--- config.mk ---
export PLATFORM = sky130hd
export DESIGN_NAME = gwdm_ctrl
export DESIGN_NICKNAME = d
export VERILOG_FILES = /design/src/sv/gwdm_pkg.sv /design/src/sv/gwdm_ctrl.sv
export SDC_FILE = /design/constraint.sdc
export NUM_CORES = 1
export LEC_CHECK = 0
export BUFFER_PORTS_ARGS = -buffer_cell sky130_fd_sc_hd__buf_2
export CAP_MARGIN = 20
export CORE_MARGIN = 5
export CORE_UTILIZATION = 53
export DETAILED_ROUTE_END_ITERATION = 8
export HOLD_SLACK_MARGIN = 0.05
export PLACE_DENSITY = 0.81
export SLEW_MARGIN = 5
export SYNTH_ARGS = -nofsm -noshare
export SYNTH_HDL_FRONTEND = slang
export SYNTH_SLANG_ARGS = --single-unit
--- constraint.sdc ---
create_clock -name clk -period 3.1 [get_ports clk]
set_clock_uncertainty 0.2 [all_clocks]
set_input_delay 0.155 -clock clk [delete_from_list [all_inputs] [get_ports clk]]
set_output_delay 0.155 -clock clk [all_outputs]
set_load 0.01 [all_outputs]
--- src/sv/gwdm_pkg.sv ---
// Shared types and constants of the grid wavefront distance map.
package gwdm_pkg;

  // Distance code width and its special values.
  localparam int DIST_W = 11;
  localparam logic [DIST_W-1:0] DIST_UNREACH = 11'h7FF;
  localparam logic [DIST_W-1:0] DIST_SAT     = 11'h7FE;
  localparam logic [DIST_W-1:0] DIST_ZERO    = 11'h000;

  // Item modes.
  localparam logic [1:0] MODE_WRITE   = 2'd0;
  localparam logic [1:0] MODE_COMPUTE = 2'd1;
  localparam logic [1:0] MODE_READ    = 2'd2;

  // Neighbour visiting order during relaxation.
  localparam logic [1:0] NB_LEFT  = 2'd0;
  localparam logic [1:0] NB_DOWN  = 2'd1;
  localparam logic [1:0] NB_RIGHT = 2'd2;
  localparam logic [1:0] NB_UP    = 2'd3;

  // Input beat.
  typedef struct packed {
    logic [1:0] mode;
    logic [4:0] cell_row;
    logic [4:0] cell_col;
    logic       wall;
  } in_beat_t;

  // Result beat.
  typedef struct packed {
    logic [DIST_W-1:0] distance;
    logic              is_completion;
  } out_beat_t;

  // Control strobes towards the cell store.
  typedef struct packed {
    logic rd_en;
    logic wall_we;
    logic wall_wd;
    logic dist_we;
  } cell_ctl_t;

  // Control strobes towards the wave queue.
  typedef struct packed {
    logic push;
    logic pop;
    logic clear;
  } queue_ctl_t;

  // Sequencer states.
  typedef enum logic [3:0] {
    ST_INIT,
    ST_IDLE,
    ST_RD_WAIT,
    ST_CLEAR,
    ST_SEED,
    ST_POP,
    ST_POP_WAIT,
    ST_NB_RD,
    ST_NB_CHK,
    ST_DONE
  } gwdm_state_t;

endpackage

--- src/sv/gwdm_ctrl.sv ---
// Sequencer: item decode, clearing passes and breadth-first relaxation.
module gwdm_ctrl #(
  parameter  int GRID_W = 32,
  parameter  int GRID_H = 32,
  localparam int CELLS  = GRID_W * GRID_H,
  localparam int AW     = $clog2(CELLS),
  localparam int RW     = $clog2(GRID_H),
  localparam int CW     = $clog2(GRID_W),
  localparam int QW     = RW + CW + gwdm_pkg::DIST_W
) (
  input  logic                          clk,
  input  logic                          rst_n,
  input  logic                          in_valid,
  output logic                          in_ready,
  input  gwdm_pkg::in_beat_t            in_beat,
  output logic                          res_valid,
  input  logic                          res_ready,
  output gwdm_pkg::out_beat_t           res_beat,
  output gwdm_pkg::cell_ctl_t           cell_ctl,
  output logic [AW-1:0]                 cell_rd_addr,
  output logic [AW-1:0]                 cell_wr_addr,
  output logic [gwdm_pkg::DIST_W-1:0]   cell_dist_wd,
  input  logic                          wall_rd_r,
  input  logic [gwdm_pkg::DIST_W-1:0]   dist_rd_r,
  output gwdm_pkg::queue_ctl_t          q_ctl,
  output logic [QW-1:0]                 q_push_data,
  input  logic [QW-1:0]                 q_pop_data,
  input  logic                          q_empty,
  input  logic                          q_full
);
  import gwdm_pkg::*;

  localparam logic [AW-1:0] CELL_LAST = AW'(CELLS - 1);
  localparam logic [RW-1:0] ROW_LAST  = RW'(GRID_H - 1);
  localparam logic [CW-1:0] COL_LAST  = CW'(GRID_W - 1);

  gwdm_state_t       state_r, state_nxt;
  logic [AW-1:0]     cnt_r, cnt_nxt;
  logic              src_hit_r, src_hit_nxt;
  logic [RW-1:0]     src_row_r, src_row_nxt;
  logic [CW-1:0]     src_col_r, src_col_nxt;
  logic              rd_hit_r, rd_hit_nxt;
  logic [RW-1:0]     cur_row_r, cur_row_nxt;
  logic [CW-1:0]     cur_col_r, cur_col_nxt;
  logic [DIST_W-1:0] cur_nd_r, cur_nd_nxt;
  logic [1:0]        nb_r, nb_nxt;
  logic [RW-1:0]     nb_row_r, nb_row_nxt;
  logic [CW-1:0]     nb_col_r, nb_col_nxt;
  logic [AW-1:0]     nb_addr_r, nb_addr_nxt;

  logic              in_hit;
  logic [RW-1:0]     in_row;
  logic [CW-1:0]     in_col;
  logic [AW-1:0]     in_addr;
  logic              nb_ok;
  logic [RW-1:0]     nb_row;
  logic [CW-1:0]     nb_col;
  logic [RW-1:0]     pop_row;
  logic [CW-1:0]     pop_col;
  logic [DIST_W-1:0] pop_dist;

  // Row-major linear address of a cell.
  function automatic logic [AW-1:0] addr_of(input logic [RW-1:0] r, input logic [CW-1:0] c);
    addr_of = AW'(r) * AW'(GRID_W) + AW'(c);
  endfunction

  // Decode of the addressed cell of the incoming beat.
  assign in_hit  = (32'(in_beat.cell_row) < GRID_H) && (32'(in_beat.cell_col) < GRID_W);
  assign in_row  = RW'(in_beat.cell_row);
  assign in_col  = CW'(in_beat.cell_col);
  assign in_addr = addr_of(in_row, in_col);

  assign {pop_row, pop_col, pop_dist} = q_pop_data;

  // Coordinates and bounds check of the neighbour under consideration.
  always_comb begin
    nb_row = cur_row_r;
    nb_col = cur_col_r;
    nb_ok  = 1'b0;
    case (nb_r)
      NB_LEFT: begin
        nb_ok  = (cur_col_r != '0);
        nb_col = cur_col_r - 1'b1;
      end
      NB_DOWN: begin
        nb_ok  = (cur_row_r != ROW_LAST);
        nb_row = cur_row_r + 1'b1;
      end
      NB_RIGHT: begin
        nb_ok  = (cur_col_r != COL_LAST);
        nb_col = cur_col_r + 1'b1;
      end
      NB_UP: begin
        nb_ok  = (cur_row_r != '0);
        nb_row = cur_row_r - 1'b1;
      end
      default: begin
        nb_ok = 1'b0;
      end
    endcase
  end

  // Next state and outputs.
  always_comb begin
    state_nxt    = state_r;
    cnt_nxt      = cnt_r;
    src_hit_nxt  = src_hit_r;
    src_row_nxt  = src_row_r;
    src_col_nxt  = src_col_r;
    rd_hit_nxt   = rd_hit_r;
    cur_row_nxt  = cur_row_r;
    cur_col_nxt  = cur_col_r;
    cur_nd_nxt   = cur_nd_r;
    nb_nxt       = nb_r;
    nb_row_nxt   = nb_row_r;
    nb_col_nxt   = nb_col_r;
    nb_addr_nxt  = nb_addr_r;
    in_ready     = 1'b0;
    res_valid    = 1'b0;
    res_beat     = '{distance: DIST_ZERO, is_completion: 1'b0};
    cell_ctl     = '0;
    cell_rd_addr = in_addr;
    cell_wr_addr = cnt_r;
    cell_dist_wd = DIST_UNREACH;
    q_ctl        = '0;
    q_push_data  = {nb_row_r, nb_col_r, cur_nd_r};

    case (state_r)
      // Reset clearing pass: every cell open and unreachable.
      ST_INIT: begin
        cell_ctl.wall_we = 1'b1;
        cell_ctl.wall_wd = 1'b0;
        cell_ctl.dist_we = 1'b1;
        cnt_nxt          = cnt_r + 1'b1;
        if (cnt_r == CELL_LAST) begin
          cnt_nxt   = '0;
          state_nxt = ST_IDLE;
        end
      end

      ST_IDLE: begin
        in_ready = 1'b1;
        if (in_valid) begin
          case (in_beat.mode)
            MODE_WRITE: begin
              cell_ctl.wall_we = in_hit;
              cell_ctl.wall_wd = in_beat.wall;
              cell_wr_addr     = in_addr;
            end
            MODE_COMPUTE: begin
              src_hit_nxt = in_hit;
              src_row_nxt = in_row;
              src_col_nxt = in_col;
              q_ctl.clear = 1'b1;
              cnt_nxt     = '0;
              state_nxt   = ST_CLEAR;
            end
            MODE_READ: begin
              cell_ctl.rd_en = 1'b1;
              rd_hit_nxt     = in_hit;
              state_nxt      = ST_RD_WAIT;
            end
            default: begin
              state_nxt = ST_IDLE;
            end
          endcase
        end
      end

      // Read data is held by the store until the result is taken.
      ST_RD_WAIT: begin
        res_valid              = 1'b1;
        res_beat.distance      = rd_hit_r ? dist_rd_r : DIST_UNREACH;
        res_beat.is_completion = 1'b0;
        if (res_ready) begin
          state_nxt = ST_IDLE;
        end
      end

      // Compute clearing pass over the distance memory.
      ST_CLEAR: begin
        cell_ctl.dist_we = 1'b1;
        cnt_nxt          = cnt_r + 1'b1;
        if (cnt_r == CELL_LAST) begin
          cnt_nxt   = '0;
          state_nxt = ST_SEED;
        end
      end

      // An in-grid source gets distance zero and starts the wavefront; an off-grid source ends the compute.
      ST_SEED: begin
        if (src_hit_r) begin
          cell_ctl.dist_we = 1'b1;
          cell_wr_addr     = addr_of(src_row_r, src_col_r);
          cell_dist_wd     = DIST_ZERO;
          q_ctl.push       = 1'b1;
          q_push_data      = {src_row_r, src_col_r, DIST_ZERO};
          state_nxt        = ST_POP;
        end else begin
          state_nxt = ST_DONE;
        end
      end

      ST_POP: begin
        if (q_empty) begin
          state_nxt = ST_DONE;
        end else begin
          q_ctl.pop = 1'b1;
          state_nxt = ST_POP_WAIT;
        end
      end

      // Neighbours of the popped cell are offered one step more, saturating.
      ST_POP_WAIT: begin
        cur_row_nxt = pop_row;
        cur_col_nxt = pop_col;
        cur_nd_nxt  = (pop_dist >= DIST_SAT) ? DIST_SAT : pop_dist + 1'b1;
        nb_nxt      = NB_LEFT;
        state_nxt   = ST_NB_RD;
      end

      ST_NB_RD: begin
        if (nb_ok) begin
          cell_ctl.rd_en = 1'b1;
          cell_rd_addr   = addr_of(nb_row, nb_col);
          nb_addr_nxt    = addr_of(nb_row, nb_col);
          nb_row_nxt     = nb_row;
          nb_col_nxt     = nb_col;
          state_nxt      = ST_NB_CHK;
        end else if (nb_r == NB_UP) begin
          state_nxt = ST_POP;
        end else begin
          nb_nxt = nb_r + 1'b1;
        end
      end

      // Enter an open neighbour that improves. The write lands before the
      // next read is issued, so no forwarding is needed.
      ST_NB_CHK: begin
        if (!wall_rd_r && (dist_rd_r > cur_nd_r)) begin
          cell_ctl.dist_we = 1'b1;
          cell_wr_addr     = nb_addr_r;
          cell_dist_wd     = cur_nd_r;
          q_ctl.push       = !q_full;
        end
        if (nb_r == NB_UP) begin
          state_nxt = ST_POP;
        end else begin
          nb_nxt    = nb_r + 1'b1;
          state_nxt = ST_NB_RD;
        end
      end

      ST_DONE: begin
        res_valid              = 1'b1;
        res_beat.distance      = DIST_ZERO;
        res_beat.is_completion = 1'b1;
        if (res_ready) begin
          state_nxt = ST_IDLE;
        end
      end

      default: begin
        state_nxt = ST_IDLE;
      end
    endcase
  end

  // State register.
  always_ff @(posedge clk) begin
    if (!rst_n) begin
      state_r <= ST_INIT;
      cnt_r   <= '0;
    end else begin
      state_r <= state_nxt;
      cnt_r   <= cnt_nxt;
    end
  end

  // Working registers of the current item.
  always_ff @(posedge clk) begin
    src_hit_r <= src_hit_nxt;
    src_row_r <= src_row_nxt;
    src_col_r <= src_col_nxt;
    rd_hit_r  <= rd_hit_nxt;
    cur_row_r <= cur_row_nxt;
    cur_col_r <= cur_col_nxt;
    cur_nd_r  <= cur_nd_nxt;
    nb_r      <= nb_nxt;
    nb_row_r  <= nb_row_nxt;
    nb_col_r  <= nb_col_nxt;
    nb_addr_r <= nb_addr_nxt;
  end

  // A neighbour check always follows the read that it consumes.
  assert property (@(posedge clk) disable iff (!rst_n)
    state_r == ST_NB_CHK |-> $past(state_r) == ST_NB_RD && $past(cell_ctl.rd_en))
    else $error("neighbour check without a preceding read");

  // A compute item starts the clearing pass with an empty queue.
  assert property (@(posedge clk) disable iff (!rst_n)
    in_valid && in_ready && in_beat.mode == MODE_COMPUTE |=> state_r == ST_CLEAR && q_empty)
    else $error("compute did not start from a cleared queue");

  // The queue is only popped when it holds a cell.
  assert property (@(posedge clk) disable iff (!rst_n)
    q_ctl.pop |-> !q_empty)
    else $error("pop from an empty wave queue");

  // The reset clearing pass happens once.
  assert property (@(posedge clk) disable iff (!rst_n)
    state_r != ST_INIT |=> state_r != ST_INIT)
    else $error("reset clearing pass re-entered");

endmodule

; Yosys cells after proc, flatten, opt, wreduce, memory -nomap -nowiden
; Cells that the tools add are included.
[totals]
register_bits = 67
inputBits = 52
wordCells = 113
[classes]
n_addsub = 10
n_lt_le_gt_ge = 2
eq_ne = 25
muxes = 47
n_reduce_logical = 18
[ops]
columns = operator, n
row1 = 10-bit two-way mux, 8
row2 = 4-bit case mux with 9 select lines, 1
row3 = 10-bit by 5-bit adder with 10-bit output, 3
row4 = 10-bit case mux with 3 select lines, 1
row5 = 4-bit two-way mux, 7
row6 = 12-bit case mux with 2 select lines, 1
row7 = 11-bit case mux with 2 select lines, 1
row8 = 21-bit two-way mux, 1
row9 = 10-bit case mux with 2 select lines, 1
row10 = 5-bit case mux with 2 select lines, 2
row11 = 4-bit by 3-bit == test with 1-bit output (second input constant), 4
row12 = 4-bit case mux with 3 select lines, 1
row13 = 11-bit by 1-bit adder with 11-bit output (second input constant), 1
row14 = 11-bit greater-or-equal comparator (second input constant), 1
row15 = 11-bit > comparator, 1
row16 = 1-bit two-way mux, 11
row17 = 11-bit two-way mux, 1
row18 = 10-bit by 1-bit adder with 10-bit output (second input constant), 1
row19 = 5-bit by 1-bit adder with 5-bit output (second input constant), 2
row20 = 10-bit == test (second input constant), 1
row21 = 2-bit != test (second input constant), 5
row22 = 5-bit != test (second input constant), 2
row23 = 5-bit nonzero test, 2
row24 = 5-bit by 1-bit subtractor with 5-bit output (second input constant), 2
row25 = 25 further kinds, 41

; Longest topological paths before layout
[depth]
ltp_word = 5
mapped_depth = 9
ltp_nobuf = 9

; Worst setup path after synthesis
; No wires, ideal clock.
[synth_timing]
path_kind = reg-to-output
startpoint = register nb_r[0]
endpoint = output cell_rd_addr[4]
arrival_time_ns = 2.193
slack_ns = 0.552
stages_incl_launch_ff = 10
cell_sequence = edfxtp_1 inv_1 ha_1 inv_1 fa_1 a21o_1 a21oi_1 mux2i_1 xnor2_1 mux2_4
[synth_between]
elab_chain_len = 5
[synth_rtl]
columns = item, line_no
row1 = "start, declared", gwdm_ctrl.sv:46  ; logic [1:0] nb_r, nb_nxt;
row2 = "start signal, assigned", gwdm_ctrl.sv:289  ; nb_r <= nb_nxt;
row3 = 2-bit == test or 2-bit logical NOT (tied branches), gwdm_ctrl.sv:80  ; case (nb_r)
row4 = 5-bit case mux with 2 select lines *, gwdm_ctrl.sv:80
row5 = via nb_col[4], gwdm_ctrl.sv:57  ; logic [CW-1:0] nb_col;
row6 = 10-bit by 5-bit adder with 10-bit output *, gwdm_ctrl.sv:64  ; addr_of = AW'(r) * AW'(GRID_W) + AW'(c);
row7 = 10-bit two-way mux *, gwdm_ctrl.sv:223  ; if (nb_ok) begin
row8 = 10-bit two-way mux *, gwdm_ctrl.sv:128  ; case (state_r)
row9 = "end, declared", gwdm_ctrl.sv:20  ; output logic [AW-1:0] cell_rd_addr,
; Mark *: on every way through the listed nets, which the timed path passes. The rest lies on a longest branch.

; Worst setup path in the final report
[layout_timing]
startpoint = register nb_r[0]
endpoint = output cell_rd_addr[9]
[layout_between]
elab_chain_len = 5
[layout_rtl]
columns = item, line_no
row1 = 2-bit == test or 2-bit by 1-bit == test with 1-bit output (tied branches), gwdm_ctrl.sv:80
row2 = 5-bit case mux with 2 select lines *, gwdm_ctrl.sv:80
row3 = via nb_row[4], gwdm_ctrl.sv:56  ; logic [RW-1:0] nb_row;
row4 = 10-bit by 5-bit adder with 10-bit output *, gwdm_ctrl.sv:64
row5 = 10-bit two-way mux *, gwdm_ctrl.sv:223
row6 = 10-bit two-way mux *, gwdm_ctrl.sv:128
; Marks and branches as above.

==> flow_summary.json <==
{
  "finalCriticalPeriod_ns": 3.03,
  "maxCapViolCount": 0,
  "timing.final.crit_share_pct": 97.6,
  "antenna_found_initial": 0,
  "synth_cell_types": 60,
  "cts.clk_slew.worst_paths_ns": 0.07,
  "first_iter_violations": 208,
  "drc": 0,
  "vias": 4273,
  "track_usage_pct": 25.0,
  "grt-ovfl-total": 0,
  "fill_cells": 586,
  "crit_path_end_kind": "output pin",
  "numCtsBuffers": 9,
  "timing.final.ws_setup_ns": 0.0749,
  "leakagePower_nw": 2.45,
  "drt_pass1_iterations": 5,
  "clk_latency_ns": 0.33,
  "viasPerCell": 5.67,
  "drive_gt1_share_pct": 26.4,
  "clkPwrFrac_pct": 28.5,
  "final-setup-viol-count": 0,
  "row_count": 32,
  "syn_area_per_cell_um2": 8.72,
  "swShare_pct": 34.3,
  "p_sw_w": 0.000820,
  "wire_per_inst_um": 16.7,
  "routed_wl_um": 12600,
  "clock_sinks": 57,
  "die_w_um": 99.9,
  "p_int_w": 0.00157,
  "cp_max_fo": 6,
  "h-tree-depth": 3,
  "vdd_drop_max_v": 0.000281,
  "stdcell_count": 754,
  "yosysWarnings": 0,
  "syn_inst": 491,
  "comb_power_share_pct": 34.1,
  "async_flop_share_pct": 0,
  "slew_viol_final": 0,
  "grt_first_pass_wirelength_um": 20100,
  "ys_ff_latch": 57,
  "grt_pass1_vias": 4187,
  "hold_viol_final": 0,
  "hold_path_class": "in2reg",
  "core_mm2": 0.00781,
  "postRouteAntennaNets": 0,
  "powerDensity_mw_per_mm2": 430,
  "start_kind": "flop",
  "dp_hpwl_um": 9140,
  "crit_required_ns": 2.74,
  "clock.fmax_mhz": 331,
  "syn-cell-area_mm2": 0.00428,
  "synth_flop_cell": "edfxtp_1",
  "cts_tree": "built",
  "area_growth_pct": 29.6,
  "cts_max_path_buffers": 2,
  "rsz0062_at_grt": "true",
  "ios": 125,
  "synth-edff-count": 43,
  "n_antenna_cell": 0,
  "grt_max_degree": 41,
  "die_h_um": 99.9,
  "dp_slack_ns": 0.211,
  "share_seq_of_total_power_pct": 37.5,
  "gp_congestion": 0.936,
  "outcome": "finished clean",
  "start_util_pct": 54.9,
  "finalPower_w": 0.00239,
  "syn_nets": 574,
  "worst_pin_slew_ns": 0.965,
  "fin_hold_ws_ns": 0.0631,
  "arrival_ns": 2.67,
  "io_buffer_count": 124,
  "slew_headroom_pct": 35.4,
  "die_area_mm2": 0.00998,
  "path_class": "reg2out",
  "ys_seq_area_share_pct": 36.7,
  "num-nets-final": 730,
  "root_buffer": "clkbuf_8",
  "place_inst": 704
}
==> cells by family (layout without fill, tap and decap cells) <==
kind of cell,count (synthesis),count (layout),share of synthesized area [%]
multiplexers,12,12,3.83
flip-flops,57,57,36.7
XOR/XNOR,22,22,4.50
buffers and inverters,62,223,5.96
adder cells (fa/ha/maj),31,31,9.41
AO/OA/AOI/OAI,120,120,18.0
AND/OR/NAND/NOR,187,187,21.6
==> timing repair <==
action / in CTS / in global routing
hold buffers: 33 / 0
resized for setup: 1 / 6
buffers inserted: 1 / 0
endpoints found under the hold margin: 37 / 0
setup endpoints to repair: 10 / 10
==> power by group through the flow <==
stage | Sequential, W | Clock, W | Combinational [W]
2_1_floorplan | 0.000890 | 0 | 0.000505
3_3_place_gp | 0.000909 | 0 | 0.000742
3_5_place_dp | 0.000911 | 0 | 0.000764
4_1_cts | 0.000895 | 0.000682 | 0.000801
5_1_grt | 0.000902 | 0.000717 | 0.000886
6_report | 0.000896 | 0.000680 | 0.000814
==> area by class of cell <==
type	count	area (um2)	share of cell area, %
clock buffer	12	145	2.61
timing repair buffer	167	1030	18.5
sequential	57	1570	28.3
clock inverter	4	45.0	0.811
inverter	40	155	2.79
multi-input combinational	372	2480	44.7
tap	102	128	2.30
==> synthesized netlist by cell type (all sizes together), types with 4 or more instances <==
cell type / number / area (um2)
mux2: 11 / 154
nor2: 39 / 146
buf: 6 / 42.5
or3: 5 / 36.3
nand2b: 4 / 25.0
nand2: 61 / 229
edfxtp: 43 / 1290
clkbuf: 16 / 60.1
ha: 29 / 363
a21oi: 32 / 160
nor3: 9 / 55.1
o21a: 12 / 90.1
nor2b: 9 / 56.3
and3: 22 / 138
and2: 4 / 25.0
nand4: 7 / 43.8
xor2: 14 / 123
dfxtp: 14 / 280
o21ai: 39 / 195
inv: 40 / 153
o211ai: 12 / 90.1
xnor2: 8 / 70.1
nand3: 15 / 75.1
==> critical path: stages (launching register included) <==
cell	delay [ns]
edfxtp_1	0.40
buf_4	0.17
ha_2	0.22
ha_1	0.33
nor2b_2	0.18
o311a_1	0.30
a31oi_1	0.18
xnor2_1	0.13
mux2_2	0.29
buf_2	0.14
==> flip-flops by register name, indices dropped and copies added (netlist names) <==
name / cells
src_row_r: 5
nb_r: 2
state_r: 4
nb_addr_r: 1
nb_col_r: 4
cnt_r: 10
src_col_r: 5
nb_row_r: 5
cur_nd_r: 11
cur_col_r: 5
cur_row_r: 5
==> final timing paths <==
path	startpoint	endpoint	slack (ns)	depth (start not counted)
min	q_pop_data[2]	cur_nd_r[2]	0.06	3
max	nb_r[0]	cell_rd_addr[9]	0.07	9
min reg2reg	cnt_r[8]	cnt_r[8]	0.34	2
max reg2reg	nb_r[1]	nb_r[1]	0.60	7
==> metrics by stage <==
step	cell area, um2	TNS [ns]	utilization, %
finish	5550	0	71.1
global route	5550	-0.0225	71.1
CTS	5530	0	70.8
detailed placement	5000	0	64.1
global placement	5000	0	64.1
floorplan	4280	0	-
==> metal layers <==
metal,track usage [%],vias to the layer above,routed length [um]
met4,9.66,0,316
met3,3.54,31,849
met1,30.4,2006,4920
met2,44.4,175,6500
li1,-,2061,-
met5,0,-,0
==> cell usage in the layout (no fill, tap or decap), types with 15 or more instances in the layout <==
cell type	netlist	routed
inv_1	39	39
a21oi_1	32	32
nand2_1	61	61
ha_1	29	27
dlygate4sd3_1	0	33
nand3_1	15	15
and3_1	22	22
edfxtp_1	43	43
nor2_1	39	39
o21ai_0	37	36
buf_2	3	124
Power figures use the tool's default switching activity.
